==> src/rtl/core/srsmf_pkg.sv <==
// Shared types and constants for the stereo router with smoothed gain matrix
// and mono fill. No dependencies; used by every module under rtl/core.
`default_nettype none

package srsmf_pkg;

    localparam int BLOCK_LEN   = 64;
    localparam int SAMPLE_BITS = 24;
    localparam int ADDR_BITS   = $clog2(BLOCK_LEN);
    localparam int W_BITS      = 32;
    localparam int PROD_BITS   = SAMPLE_BITS + W_BITS;
    localparam int RAMP_BITS   = 16;
    localparam int TH_BITS     = SAMPLE_BITS - 1;
    localparam int LANES       = 4;

    typedef logic signed [SAMPLE_BITS-1:0] sample_t;
    typedef logic signed [W_BITS-1:0]      weight_t;
    typedef logic signed [W_BITS:0]        dvd_t;
    typedef logic signed [PROD_BITS-1:0]   prod_t;
    typedef logic [TH_BITS-1:0]            mag_t;
    typedef logic [ADDR_BITS-1:0]          addr_t;
    typedef logic [RAMP_BITS-1:0]          ramp_t;

    localparam weight_t Q_ONE      = weight_t'(32'sh4000_0000);
    localparam ramp_t   RAMP_RESET = ramp_t'(2400);
    localparam mag_t    TH_RESET   = mag_t'(84);
    localparam sample_t SAMPLE_MAX = {1'b0, {(SAMPLE_BITS-1){1'b1}}};
    localparam sample_t SAMPLE_MIN = {1'b1, {(SAMPLE_BITS-1){1'b0}}};
    localparam addr_t   LAST_ADDR  = addr_t'(BLOCK_LEN - 1);

    typedef enum logic [1:0] {
        REG_LEFT_EN    = 2'd0,
        REG_RIGHT_EN   = 2'd1,
        REG_RAMP_STEPS = 2'd2,
        REG_SILENCE_TH = 2'd3
    } reg_idx_t;

    typedef enum logic [1:0] {
        ST_COLLECT = 2'b01,
        ST_EMIT    = 2'b10
    } state_t;

    typedef enum logic [1:0] {
        FILL_NONE        = 2'd0,
        FILL_LEFT_FROM_R = 2'd1,
        FILL_RIGHT_FROM_L = 2'd2
    } fill_t;

    typedef struct packed {
        logic  valid;
        logic  last;
        fill_t fill;
    } lane_ctl_t;

endpackage

`default_nettype wire

==> src/rtl/core/srsmf_buf.sv <==
// Sample buffer: one synchronous memory holding left/right pairs of a block.
// Registered read port; data follows the read in the next cycle. Depends on srsmf_pkg.
`default_nettype none

module srsmf_buf (
    input  wire logic             clk,
    input  wire logic             wr_en,
    input  srsmf_pkg::addr_t      wr_addr,
    input  srsmf_pkg::sample_t    wr_left,
    input  srsmf_pkg::sample_t    wr_right,
    input  wire logic             rd_en,
    input  srsmf_pkg::addr_t      rd_addr,
    output srsmf_pkg::sample_t    rd_left,
    output srsmf_pkg::sample_t    rd_right
);

    localparam int DW = 2 * srsmf_pkg::SAMPLE_BITS;

    logic [DW-1:0] mem [srsmf_pkg::BLOCK_LEN];
    logic [DW-1:0] rd_data_reg;

    always_ff @(posedge clk)
    begin
        if (wr_en)
        begin
            mem[wr_addr] <= {wr_left, wr_right};
        end
        if (rd_en)
        begin
            rd_data_reg <= mem[rd_addr];
        end
    end

    assign rd_left  = rd_data_reg[DW-1:srsmf_pkg::SAMPLE_BITS];
    assign rd_right = rd_data_reg[srsmf_pkg::SAMPLE_BITS-1:0];

endmodule

`default_nettype wire

==> config.mk <==
export PLATFORM = sky130hd
export DESIGN_NAME = srsmf_buf
export DESIGN_NICKNAME = d
export VERILOG_FILES = /design/src/rtl/core/srsmf_pkg.sv /design/src/rtl/core/srsmf_buf.sv
export SDC_FILE = /design/constraint.sdc
export NUM_CORES = 2
export LEC_CHECK = 0
export BUFFER_PORTS_ARGS = -buffer_cell sky130_fd_sc_hd__buf_2
export CAP_MARGIN = 40
export CORE_AREA = 2 2 442 772
export CTS_BUF_LIST = sky130_fd_sc_hd__clkbuf_2 sky130_fd_sc_hd__clkbuf_4 sky130_fd_sc_hd__clkbuf_8
export DETAILED_ROUTE_END_ITERATION = 12
export DIE_AREA = 0 0 444 774
export GPL_TIMING_DRIVEN = 0
export PLACE_DENSITY = 0.58
export SLEW_MARGIN = 20
export SYNTH_ARGS = -nofsm -noshare
export SYNTH_HDL_FRONTEND = slang
export SYNTH_SLANG_ARGS = --single-unit
==> constraint.sdc <==
create_clock -name clk -period 6.1 [get_ports clk]
set_clock_uncertainty 0.05 [all_clocks]
set_input_delay 0.61 -clock clk [delete_from_list [all_inputs] [get_ports clk]]
set_output_delay 0.61 -clock clk [all_outputs]
set_load 0.05 [all_outputs]
==> impl_metrics.toml <==
[critical_path]
cp_max_fo = 10
crit_buf_inv = 5
required_ps = 6780
crit_path_max_incr_delay_ps = 860
reg2reg_setup_slack_ps = 3140
critPathLaunchType = "primary input"
setup.worst_path.start = "rd_addr[1]"
criticalPathCategory = "primary input to register"
path_cells = "buf_2 -> buf_4 -> buf_4 -> buf_4 -> buf_2 -> mux2i_1 -> a21oi_1 -> a21oi_1 -> a221oi_1"
cpMostUsedCell = "buf_4"
rr_startpoint = "mem[36][6]"
cp_data_arrival_time_ps = 4780
end_kind = "register"
reg2reg_to = "rd_data_reg[6]"
slowest_stage = "a221oi_1"
crit_family = "buffers and inverters"
rr_worst_depth = 6

[sta]
maxSlewViolCount = 0
hold_violations = 0
fmax_mhz = 244.2
finalCritPeriodShare_pct = 67.13
fin_crit_ps = 4095
max-slew-margin-rel_pct = 26.56
rsz0062_at_grt = "no"
worst_pin_slew_ps = 1102
setup_violations = 0

[die]
io_pins = 111
dieArea_um2 = 343700
die_y_um = 774
start_util_pct = 34.90
placement_rows = 282
die_width_um = 444
core_area_um2 = 337000

[route]
drt-wirelength-per-cell_um = 35.30
drtAntennaViolNets = 0
drtIter0Drc = 7182
routed_via_density = 5.596
drc = 0
num_vias = 59503
wirelength_um = 375400
drt_first_pass_iters = 6

[final_layout]
syn2layout_area_growth_pct = 18.09
layout_common_cells = "edfxtp_1 (3120), mux4_2 (754), clkbuf_8 (443)"
layout_commonest_cell = "edfxtp_1"
multi_input_area_um2 = 22890
layout.nets = 5914
largest_reg_flops = 3072
fillers = 28877
finalNonFillerCells = 10634
seq_area_um2 = 93690
drive_gt1_share_pct = 33.85

[min_path]
hold_path_depth = 1
hold_class = "primary input to register"
hold_end = "mem[33][29]"
worst_hold_startpoint = "wr_left[5]"

[clocking]
cts_max_level = 5
clkSinkCount = 3120
postCtsSetupBuffers = 0
clk_pin_slew_ps = 80
numCtsBuffers = 438
holdBufCountCts = 34
clk_latency_ps = 1110
ctsResizeCount = 0
clk_path_buf_depth = 4
cts_tree = "done"
cts_root_buffer = "clkbuf_8"

[grt]
grt_max_degree = 65
grt_pass1_wl_um = 505900
grt_pass1_vias = 61311
grt_usage_pct = 21.48
antenna_found_initial = 29
globalRoute.totalOverflow = 0

[placement]
hpwl_um = 266600
dpl.cell_count = 9773
io_buffers = 102
routabilityCongestion = 0.8302

[synthesis]
synth_area_um2 = 117600
synth_nets = 5033
syn_avg_cell_area_um2 = 23.66
netlist_instances = 4970
ys_seq_area_share_pct = 79.67
synthTopCellsByArea = "edfxtp_1 (80%), mux4_2 (14%), o22ai_1 (0.65%)"
yosys_warnings = 0
synth_top_area_share_pct = 79.67
synth_top_area_cell = "edfxtp_1"
ys_ff_latch = 3120
yosys.cell_types.count = 35

[outcome]
status = "complete, no violations"

[pwr]
leakage_nw = 43.22
finalPower_mw = 42.91
power.density_nw_per_um2 = 309.0
ir_drop_mv = 0.1690

[job]
max_cap_violations = 0
[cell families after synthesis]
kind of cell / count (synthesis) / share of synthesized area (%)
multiplexers: 829 / 15.09
flip-flops: 3120 / 79.67
buffers and inverters: 282 / 1.274
AND/OR/NAND/NOR: 253 / 0.9533
AO/OA/AOI/OAI: 486 / 3.012
[cell usage after synthesis]
cell type  count
nand3b_1       5
a22oi_1       72
edfxtp_1    3120
and3_1         1
nand4b_1       1
or3_1          3
a211oi_1      32
a22o_1        57
and2_1         3
a31oi_1        1
a311o_1        1
clkbuf_1      98
mux2_2        12
buf_1         12
nand4_1        2
nand2b_1      10
nor2b_1       24
clkbuf_2       1
a31o_2         5
nor3_1         3
o221ai_1      28
nor2_1       132
o22ai_1      122
a221oi_1      83
mux4_2       754
buf_4         62
a311oi_1      11
nand3_1        7
nand2_1       55
buf_2         98
buf_6         11
or3b_2         4
a21oi_1       74
mux2i_1       63
or2_2          3
[cell type report]
| cell class | count | share of cell area [%] |
|---|---|---|
| diodes | 26 | 0.04685 |
| plain buffers | 282 | 1.091 |
| clock buffers | 563 | 5.039 |
| clock inverters | 232 | 1.112 |
| multi-input cells | 1568 | 16.48 |
| flip-flops and latches | 3120 | 67.47 |
| well taps | 4402 | 3.966 |
| repair buffers | 441 | 4.793 |
[power breakdown]
part	leakage (nW)	switching (mW)	internal, mW
clock	4.49	8.13	8.22
sequential	28.1	0.0423	23.8
combinational	10.6	1.87	0.876
[metal layers]
| metal | part of all wire (%) | global-route usage (%) | routed length, um |
|---|---|---|---|
| met5 | 0.024 | 0 | 89 |
| met4 | 8.1 | 15.04 | 30280 |
| met3 | 6.4 | 3.383 | 24150 |
| met2 | 53 | 38.91 | 199600 |
| met1 | 32 | 22.65 | 121400 |
[worst register-to-register path, stage by stage (launching register included)]
cell and delay, ps:
edfxtp_1 330, mux4_2 270, o221ai_1 130, a21oi_1 780, a21oi_1 200, buf_4 260
a221oi_1 680
[worst max-delay path by stage]
stage | end | slack (ps) | cells after the start
after floorplan | mem[48][0] | 1160 | 4
after global placement | mem[49][39] | -4200 | 4
after detailed placement | rd_data_reg[41] | 1030 | 9
after CTS | rd_data_reg[41] | 2160 | 9
after global routing | rd_data_reg[41] | 2210 | 9
final | rd_data_reg[41] | 2010 | 9
[stage by stage]
step,area [um^2],TNS (ps),util (%),worst slack [ps],hold slack [ps]
2_1_floorplan,117600,0,-,1155,658.9
3_3_place_gp,123600,-3658960,36.69,-4198,986.1
3_5_place_dp,129800,0,38.53,1034,984.2
4_1_cts,138700,0,41.17,2165,2.570
5_1_grt,138800,0,41.20,2211,52.97
6_report,138900,0,41.21,2005,64.11
(Power assumes the default switching activity.)
