===== src/rtl/core/srsmf_pkg.sv =====
// Shared types and constants for the stereo router with smoothed gain matrix
// and mono fill. No dependencies; used by every module under rtl/core.
`default_nettype none

package srsmf_pkg;

    localparam int BLOCK_LEN   = 64;
    localparam int SAMPLE_BITS = 24;
    localparam int ADDR_BITS   = $clog2(BLOCK_LEN);
    localparam int W_BITS      = 32;
    localparam int PROD_BITS   = SAMPLE_BITS + W_BITS;
    localparam int RAMP_BITS   = 16;
    localparam int TH_BITS     = SAMPLE_BITS - 1;
    localparam int LANES       = 4;

    typedef logic signed [SAMPLE_BITS-1:0] sample_t;
    typedef logic signed [W_BITS-1:0]      weight_t;
    typedef logic signed [W_BITS:0]        dvd_t;
    typedef logic signed [PROD_BITS-1:0]   prod_t;
    typedef logic [TH_BITS-1:0]            mag_t;
    typedef logic [ADDR_BITS-1:0]          addr_t;
    typedef logic [RAMP_BITS-1:0]          ramp_t;

    localparam weight_t Q_ONE      = weight_t'(32'sh4000_0000);
    localparam ramp_t   RAMP_RESET = ramp_t'(2400);
    localparam mag_t    TH_RESET   = mag_t'(84);
    localparam sample_t SAMPLE_MAX = {1'b0, {(SAMPLE_BITS-1){1'b1}}};
    localparam sample_t SAMPLE_MIN = {1'b1, {(SAMPLE_BITS-1){1'b0}}};
    localparam addr_t   LAST_ADDR  = addr_t'(BLOCK_LEN - 1);

    typedef enum logic [1:0] {
        REG_LEFT_EN    = 2'd0,
        REG_RIGHT_EN   = 2'd1,
        REG_RAMP_STEPS = 2'd2,
        REG_SILENCE_TH = 2'd3
    } reg_idx_t;

    typedef enum logic [1:0] {
        ST_COLLECT = 2'b01,
        ST_EMIT    = 2'b10
    } state_t;

    typedef enum logic [1:0] {
        FILL_NONE        = 2'd0,
        FILL_LEFT_FROM_R = 2'd1,
        FILL_RIGHT_FROM_L = 2'd2
    } fill_t;

    typedef struct packed {
        logic  valid;
        logic  last;
        fill_t fill;
    } lane_ctl_t;

endpackage

`default_nettype wire


===== src/rtl/core/srsmf_div.sv =====
// Four-lane restoring divider for ramp step sizes, one quotient bit per cycle.
// Signed dividend over unsigned ramp length, truncated toward zero. Uses srsmf_pkg.
`default_nettype none

module srsmf_div (
    input  wire logic             clk,
    input  wire logic             rst_n,
    input  wire logic             start,
    input  srsmf_pkg::ramp_t      divisor,
    input  srsmf_pkg::dvd_t       dividend [srsmf_pkg::LANES],
    output logic                  busy,
    output logic                  done,
    output srsmf_pkg::weight_t    quotient [srsmf_pkg::LANES]
);

    localparam int WB = srsmf_pkg::W_BITS;
    localparam int RB = srsmf_pkg::RAMP_BITS;
    localparam int CB = $clog2(WB);

    logic                  busy_reg;
    logic                  done_reg;
    logic [CB-1:0]         cnt_reg;
    srsmf_pkg::ramp_t      divisor_reg;
    logic                  neg_reg  [srsmf_pkg::LANES];
    logic [WB-1:0]         work_reg [srsmf_pkg::LANES];
    logic [RB-1:0]         rem_reg  [srsmf_pkg::LANES];

    logic                  neg_next  [srsmf_pkg::LANES];
    logic [WB-1:0]         mag_next  [srsmf_pkg::LANES];
    logic [WB-1:0]         work_next [srsmf_pkg::LANES];
    logic [RB-1:0]         rem_next  [srsmf_pkg::LANES];

    always_comb
    begin
        logic [RB:0] rem_sh;
        logic [RB:0] diff;
        logic        ge;
        srsmf_pkg::dvd_t negd;
        for (int i = 0; i < srsmf_pkg::LANES; i++)
        begin
            neg_next[i] = dividend[i][WB];
            negd        = -dividend[i];
            mag_next[i] = neg_next[i] ? negd[WB-1:0] : dividend[i][WB-1:0];
            rem_sh      = {rem_reg[i], work_reg[i][WB-1]};
            diff        = rem_sh - {1'b0, divisor_reg};
            ge          = (rem_sh >= {1'b0, divisor_reg});
            rem_next[i] = ge ? diff[RB-1:0] : rem_sh[RB-1:0];
            work_next[i] = {work_reg[i][WB-2:0], ge};
            quotient[i] = neg_reg[i] ? -work_reg[i] : work_reg[i];
        end
    end

    always_ff @(posedge clk or negedge rst_n)
    begin
        if (!rst_n)
        begin
            busy_reg <= 1'b0;
            done_reg <= 1'b0;
            cnt_reg  <= '0;
        end
        else
        begin
            done_reg <= 1'b0;
            if (start)
            begin
                busy_reg <= 1'b1;
                cnt_reg  <= '0;
            end
            else if (busy_reg)
            begin
                cnt_reg <= cnt_reg + 1'b1;
                if (cnt_reg == CB'(WB - 1))
                begin
                    busy_reg <= 1'b0;
                    done_reg <= 1'b1;
                end
            end
        end
    end

    always_ff @(posedge clk)
    begin
        if (start)
        begin
            divisor_reg <= divisor;
            for (int i = 0; i < srsmf_pkg::LANES; i++)
            begin
                neg_reg[i]  <= neg_next[i];
                work_reg[i] <= mag_next[i];
                rem_reg[i]  <= '0;
            end
        end
        else if (busy_reg)
        begin
            for (int i = 0; i < srsmf_pkg::LANES; i++)
            begin
                work_reg[i] <= work_next[i];
                rem_reg[i]  <= rem_next[i];
            end
        end
    end

    assign busy = busy_reg;
    assign done = done_reg;

endmodule

`default_nettype wire


===== config.mk =====
export PLATFORM = sky130hd
export DESIGN_NAME = srsmf_div
export DESIGN_NICKNAME = d
export VERILOG_FILES = /design/src/rtl/core/srsmf_pkg.sv /design/src/rtl/core/srsmf_div.sv
export SDC_FILE = /design/constraint.sdc
export NUM_CORES = 1
export LEC_CHECK = 0
export BUFFER_PORTS_ARGS = -buffer_cell sky130_fd_sc_hd__buf_4
export CORE_UTILIZATION = 29
export DETAILED_ROUTE_END_ITERATION = 12
export PLACE_DENSITY_LB_ADDON = 0.2
export SYNTH_ARGS = -nofsm -noshare
export SYNTH_HDL_FRONTEND = slang
export SYNTH_SLANG_ARGS = --single-unit

===== constraint.sdc =====
create_clock -name clk -period 4.71 [get_ports clk]
set_input_delay 0 -clock clk [delete_from_list [all_inputs] [get_ports clk]]
set_output_delay 0 -clock clk [all_outputs]
set_load 0.02 [all_outputs]

==> reports/results.txt, run 1 <==
pins over their slew limit: 0
RR Endpoint: rem_reg[1][5]$_SDFFCE_PN0P_
CTS clk-pin slew, worst paths: 0.06 ns
Critical R2R Launch: divisor_reg[1]$_DFFE_PP_
Core Footprint: 57800 sq um
number of DRC markers in iteration 0: 876
largest net degree at the start of global routing: 91
top cell type by total area after synthesis: edfxtp_1
Syn Nets: 2082
mapped cell area: 17000 sq um
first-pass GRT wire length: 82500 um
total power: 7050 uW
final setup vio count: 0
CTS Buffer Depth: 3
initial antenna violation count: 2
final setup TNS: 0 ns
Hold Fails Final Rpt: 0
drt first pass iters: 5
Setup CP Type: register to output pin
Ports: 281
Cell variety after synth: 62
WL final: 52600 um
dpl hpwl: 37700 um
CP Max Fanout: 6
chip width: 244 um
Nets: 2519
# rows: 88
slew margin rel.: 0.303
CTS Hold Bufs: 191
CP required: 4.71 ns
register area: 6540 sq um
crit-path max cell delay: 0.56 ns
Die Ht: 244 um
Post-synth EDFFs: 212
clk_skew: 0.0117 ns
Arrival @ worst endpoint: 3.79 ns
status: completed
GRT met3 Usage: 0.0266
#FFs+latches synth: 219
unrepaired setup endpoints after global routing: no
area share of the largest cell type after synthesis: 0.375
total number of vias: 15500
Hold WC Path Type: input port to register
# fillers: 5700
Min-Delay Endpoint: divisor_reg[10]$_DFFE_PP_
Root Driver: clkbuf_16
Most used DFF post-synth: edfxtp_1
routed len/inst: 17.1 um
Worst-Skew Late Latency: 0.57 ns
number of global-route vias before repair: 15300
hold_ws: 0.172 ns
TritonCTS Buffers: 30
Mapped Cells: 1853
Multi-input gate area: 9950 sq um
Buf+Inv Stages, Crit Path: 1
CP endpoint kind: output pin
Total Routing Usage GR: 0.171
placed insts: 2832
sequential fraction of the synthesis area: 0.385
Hold Path Origin: divisor[10]
H-tree lvl count: 1
dpl cell area: 19900 sq um
Worst-Margin Slew: 1.04 ns
YS warnings: 0
Starting Density: 0.294
critical path depth: 8
area added between synthesis and finish: 34.8%
M1 GR Usage: 0.225
top cells by area, synth: edfxtp_1 (37%), xnor2_1 (7.8%), o21ai_0 (7.0%)
number of flip-flops in the largest register: 128
final critical-path share of the clock period: 0.804
vias per cell: 5.02
most used routing layer in global routing: met2
Fmax: 264 MHz
r2r setup slk: 1.27 ns
layout cell share with drive strength beyond 1: 0.158
max-cap violations: 0
critical path's slowest cell: or4_1
CTS tree: yes
fraction of registers with async set or reset after synthesis: 0.0320
worst reg2reg path depth: 10
Finished Layout Cells: 3080
final instance area: 22900 sq um
CP top delay family: simple AND/OR/NAND/NOR gates
gr ovfl total: 0
Final ANT Viol Nets: 0
number of remaining DRC errors: 0
Hold Crit Depth: 2
Worst IR Drop VDD: 0.000282 V
minimum clock period: 3.79 ns
Sink Count: 219
P_leak: 0.00911 uW
Final GP Congestion: 0.899
die area: 59600 sq um
most frequent CP cell: or4_1
Avg Cell Area, Syn: 9.17 sq um
Worst Setup Start Kind: register
IO Port Bufs: 280
worst path cell trace: or4_1 > nor2_1 > nand4_1 > or4_1 > or4_1 > o21ai_0 > xnor2_1 > buf_4
met2 usage: 0.288
post-CTS setup buffer count: 0
PD cells: 308 nW/um^2
post-CTS sizing: 0
[layout make-up]
| class | count | area share |
|---|---|---|
| multi-input combinational | 1495 | 0.434 |
| sequential | 219 | 0.286 |
| clock inverter | 24 | 0.0128 |
| tap | 765 | 0.0418 |
| timing repair buffer | 482 | 0.181 |
| clock buffer | 32 | 0.0340 |
| inverter | 62 | 0.0102 |
| antenna | 1 | 0.000109 |
[worst max-delay path by stage]
stage                                  start                           end  slack, ns
floorplan                     busy$_DFF_PN0_   rem_reg[0][0]$_SDFFCE_PN0P_       1.09
global placement    divisor_reg[1]$_DFFE_PP_   rem_reg[3][3]$_SDFFCE_PN0P_       1.33
detailed placement  divisor_reg[1]$_DFFE_PP_  rem_reg[0][11]$_SDFFCE_PN0P_       1.27
CTS                 work_reg[3][4]$_DFFE_PP_                  quotient[26]       0.89
global route        work_reg[1][6]$_DFFE_PP_                  quotient[92]       0.65
finish              work_reg[3][4]$_DFFE_PP_                  quotient[26]       0.92
[layer usage]
| metal | vias up | share of wire |
|---|---|---|
| met5 | - | 0.00044 |
| li1 | 7734 | - |
| met4 | 4 | 0.023 |
| met3 | 87 | 0.046 |
| met1 | 7303 | 0.45 |
| met2 | 343 | 0.48 |
[cell families (layout without fill, tap and decap cells)]
| family | count (synthesis) | after routing | share of synthesized area |
|---|---|---|---|
| adders and majority gates | 78 | 78 | 0.0592 |
| and+or+nand+nor | 568 | 568 | 0.161 |
| other | 0 | 1 | 0 |
| DFF | 219 | 219 | 0.385 |
| buffers and inverters | 139 | 600 | 0.0316 |
| muxes | 44 | 44 | 0.0259 |
| AOI/OAI and AO/OA | 519 | 519 | 0.190 |
| xor gates and xnor gates | 286 | 286 | 0.147 |
[layout by cell type (no fill, tap or decap), types with 74 or more instances in the layout]
master         instances
buf_4                287
o21ai_0              236
nand2_1              234
edfxtp_1             212
dlygate4sd3_1        191
xnor2_1              152
xor2_1               134
nor2_1               108
o31ai_1               82
ha_1                  74
[where the power goes]
part | internal, uW | switching, uW
sequential | 2330 | 224
combinational | 919 | 1070
clock | 1570 | 935
total | 4820 | 2230
[synthesized netlist by cell type (all sizes together) (17+ instances only)]
library cell  number
edfxtp           212
or3               34
buf               18
o21ai            240
nand4             18
or4               39
nor4              20
xor2             134
a211oi            19
nor2             108
xnor2            152
nand3             35
nor3              28
clkbuf            59
o31ai             83
mux2i             44
a21oi             67
a21o              17
inv               62
nand2            234
o41ai             29
ha                74
[per-stage QoR]
stage | worst slack, ns | util
2_1_floorplan | 1.09 | -
3_3_place_gp | 1.33 | 0.344
3_5_place_dp | 1.27 | 0.344
4_1_cts | 0.887 | 0.396
5_1_grt | 0.654 | 0.396
6_report | 0.922 | 0.396
(Power assumes the default switching activity.)
==> inputs of run 2 (changes only) <==
==> constraint.sdc (replaced) <==
create_clock -name clk -period 3.9 [get_ports clk]
set_input_delay 0 -clock clk [delete_from_list [all_inputs] [get_ports clk]]
set_output_delay 0 -clock clk [all_outputs]
set_load 0.02 [all_outputs]
==> run 2 against run 1 <==
Against the previous run: die area stayed put; count of clock-buffer cells in the layout is 3 higher; clock skew is 0.0043 ns higher; total power is 20% higher; cell count is 0.29% higher; clock power is 19% higher; first-iteration DRC count is 2.6% lower; worst setup slack worse by 0.70 ns; hold slack worse by 0.0026 ns; register-to-register slack worse by 0.68 ns.
==> reports/results.txt, run 2 (synthesis gave the netlist of run 1 again) <==
Final GP Congestion: 0.885 (-1.6%)
dpl ws: 0.575 ns (-0.694 ns)
number of remaining DRC errors: 0 (unchanged)
largest net degree at the start of global routing: 102 (+12%)
final critical-path share of the clock period: 0.944
minimum clock period: 3.68 ns
Buf+Inv Stages, Crit Path: 1 (unchanged)
CP required: 3.90 ns (-0.81 ns)
gr ovfl total: 0 (unchanged)
Final ANT Viol Nets: 0 (unchanged)
routed len/inst: 17.0 um (-0.24%)
CTS tree: yes
Nets: 2531 (+0.48%)
unrepaired setup endpoints after global routing: no
# rows: 88 (unchanged)
number of global-route vias before repair: 15400 (+0.83%)
Root Driver: clkbuf_16
clk_skew: 0.0160 ns (+0.00430 ns)
worst path cell trace: or4_4 > nor4_2 > nand2_1 > or4_4 > or3_1 > o31ai_1 > xnor2_1 > buf_4
CP Max Fanout: 6 (unchanged)
Antenna diodes: 0 (-1)
TritonCTS Buffers: 30 (unchanged)
total number of vias: 15600 (+1.0%)
Hold Fails Final Rpt: 0 (unchanged)
layout cell share with drive strength beyond 1: 0.161 (+0.00276)
IO Port Bufs: 280 (unchanged)
area added between synthesis and finish: 35.4%
Critical Path End: quotient[62]
Arrival @ worst endpoint: 3.68 ns (-0.11 ns)
hold_ws: 0.169 ns (-0.00256 ns)
Die Ht: 244 um (unchanged)
pins over their slew limit: 0 (unchanged)
RR Endpoint: rem_reg[0][13]$_SDFFCE_PN0P_
worst setup path start: work_reg[2][4]$_DFFE_PP_
Worst IR Drop VDD: 0.000314 V (+11%)
critical path's slowest cell: or4_4
Worst-Margin Slew: 1.02 ns (-0.0120 ns)
Sink Count: 219 (unchanged)
PD cells: 369 nW/um^2 (+20%)
Worst-Skew Late Latency: 0.57 ns (about the same)
CTS clk-pin slew, worst paths: 0.06 ns (about the same)
H-tree lvl count: 1 (unchanged)
dpl hpwl: 37500 um (-0.56%)
chip width: 244 um (unchanged)
drt first pass iters: 5 (unchanged)
r2r setup slk: 0.59 ns (-0.68 ns)
P_leak: 0.00918 uW (+0.71%)
final setup vio count: 0 (unchanged)
commonest non-fill, non-tap cells in the layout: buf_4 (293), o21ai_0 (236), nand2_1 (234)
Critical R2R Launch: divisor_reg[1]$_DFFE_PP_
Total Routing Usage GR: 0.172 (+0.000596)
status: completed
initial antenna violation count: 1 (-1)
slew margin rel.: 0.318 (+0.0143)
max-cap violations: 0 (unchanged)
most common cell after layout, fill and taps aside: buf_4
Setup CP Type: register to output pin
number of flip-flops in the largest register: 128 (unchanged)
setup ws final: 0.219 ns (-0.703 ns)
Worst Setup Start Kind: register
WL final: 52600 um (about the same)
Finished Core Util: 0.398 (+0.00195)
post-CTS setup buffer count: 0 (unchanged)
Starting Density: 0.294 (unchanged)
most frequent CP cell: or4_4
CP top delay family: simple AND/OR/NAND/NOR gates
first-pass GRT wire length: 83100 um (+0.72%)
number of DRC markers in iteration 0: 853 (-2.6%)
vias per cell: 5.06 (+0.75%)
CTS Buffer Depth: 3 (unchanged)
final setup TNS: 0 ns (unchanged)
worst reg2reg path depth: 10 (unchanged)
Hold WC Path Type: input port to register
die area: 59600 sq um (unchanged)
critical path depth: 8 (unchanged)
Ports: 281 (unchanged)
Fmax: 272 MHz
total power: 8480 uW (+20%)
CP endpoint kind: output pin
crit-path max cell delay: 0.60 ns (+0.04 ns)
Core Footprint: 57800 sq um (unchanged)
run 2: power breakdown:
group	total [uW]	switching [uW]	leakage, uW	internal (uW)
Sequential	3090	275	0.00247	2820
Combinational	2400	1290	0.00619	1120
Clock	2980	1090	0.000515	1890
run 2: worst min path at each step:
stage / start / endpoint / slack (ns) / cells past startpoint
floorplan: rst_n / busy$_DFF_PN0_ / -0.30 / 0
global placement: rst_n / busy$_DFF_PN0_ / -0.19 / 1
detailed placement: rst_n / done$_DFF_PN0_ / -0.18 / 1
CTS: divisor[9] / divisor_reg[9]$_DFFE_PP_ / 0.14 / 2
global route: divisor[5] / divisor_reg[5]$_DFFE_PP_ / 0.15 / 2
finish: divisor[10] / divisor_reg[10]$_DFFE_PP_ / 0.17 / 2
run 2: cell type report:
cell class	count	area [sq um]
clock buffer	35	791
clock inverter	19	265
fill	5681	34800
inverter	62	233
multi-input combinational	1495	9950
sequential	219	6540
tap	765	957
timing repair buffer	494	4270
run 2: per-layer routing:
metal  GRT usage  vias to the layer above  wire [um]
li1            -                     7752          -
met1       0.223                     7471      23400
met2       0.295                      321      25700
met3      0.0247                       87       2240
met4      0.0498                        2       1270
met5           0                        -         12
run 2: timing repair:
| item | 4_1_cts | 5_1_grt |
|---|---|---|
| hold endpoints to repair | 181 | 0 |
| hold buffers | 195 | 0 |
| setup endpoints to repair | 0 | 4 |
| resized for setup | 0 | 2 |
run 2: per-stage QoR:
step | std cells | area (sq um)
floorplan | 1853 | 17000
global placement | 2840 | 20000
detailed placement | 2840 | 20000
CTS | 3089 | 23000
global route | 3089 | 23000
finish | 3089 | 23000
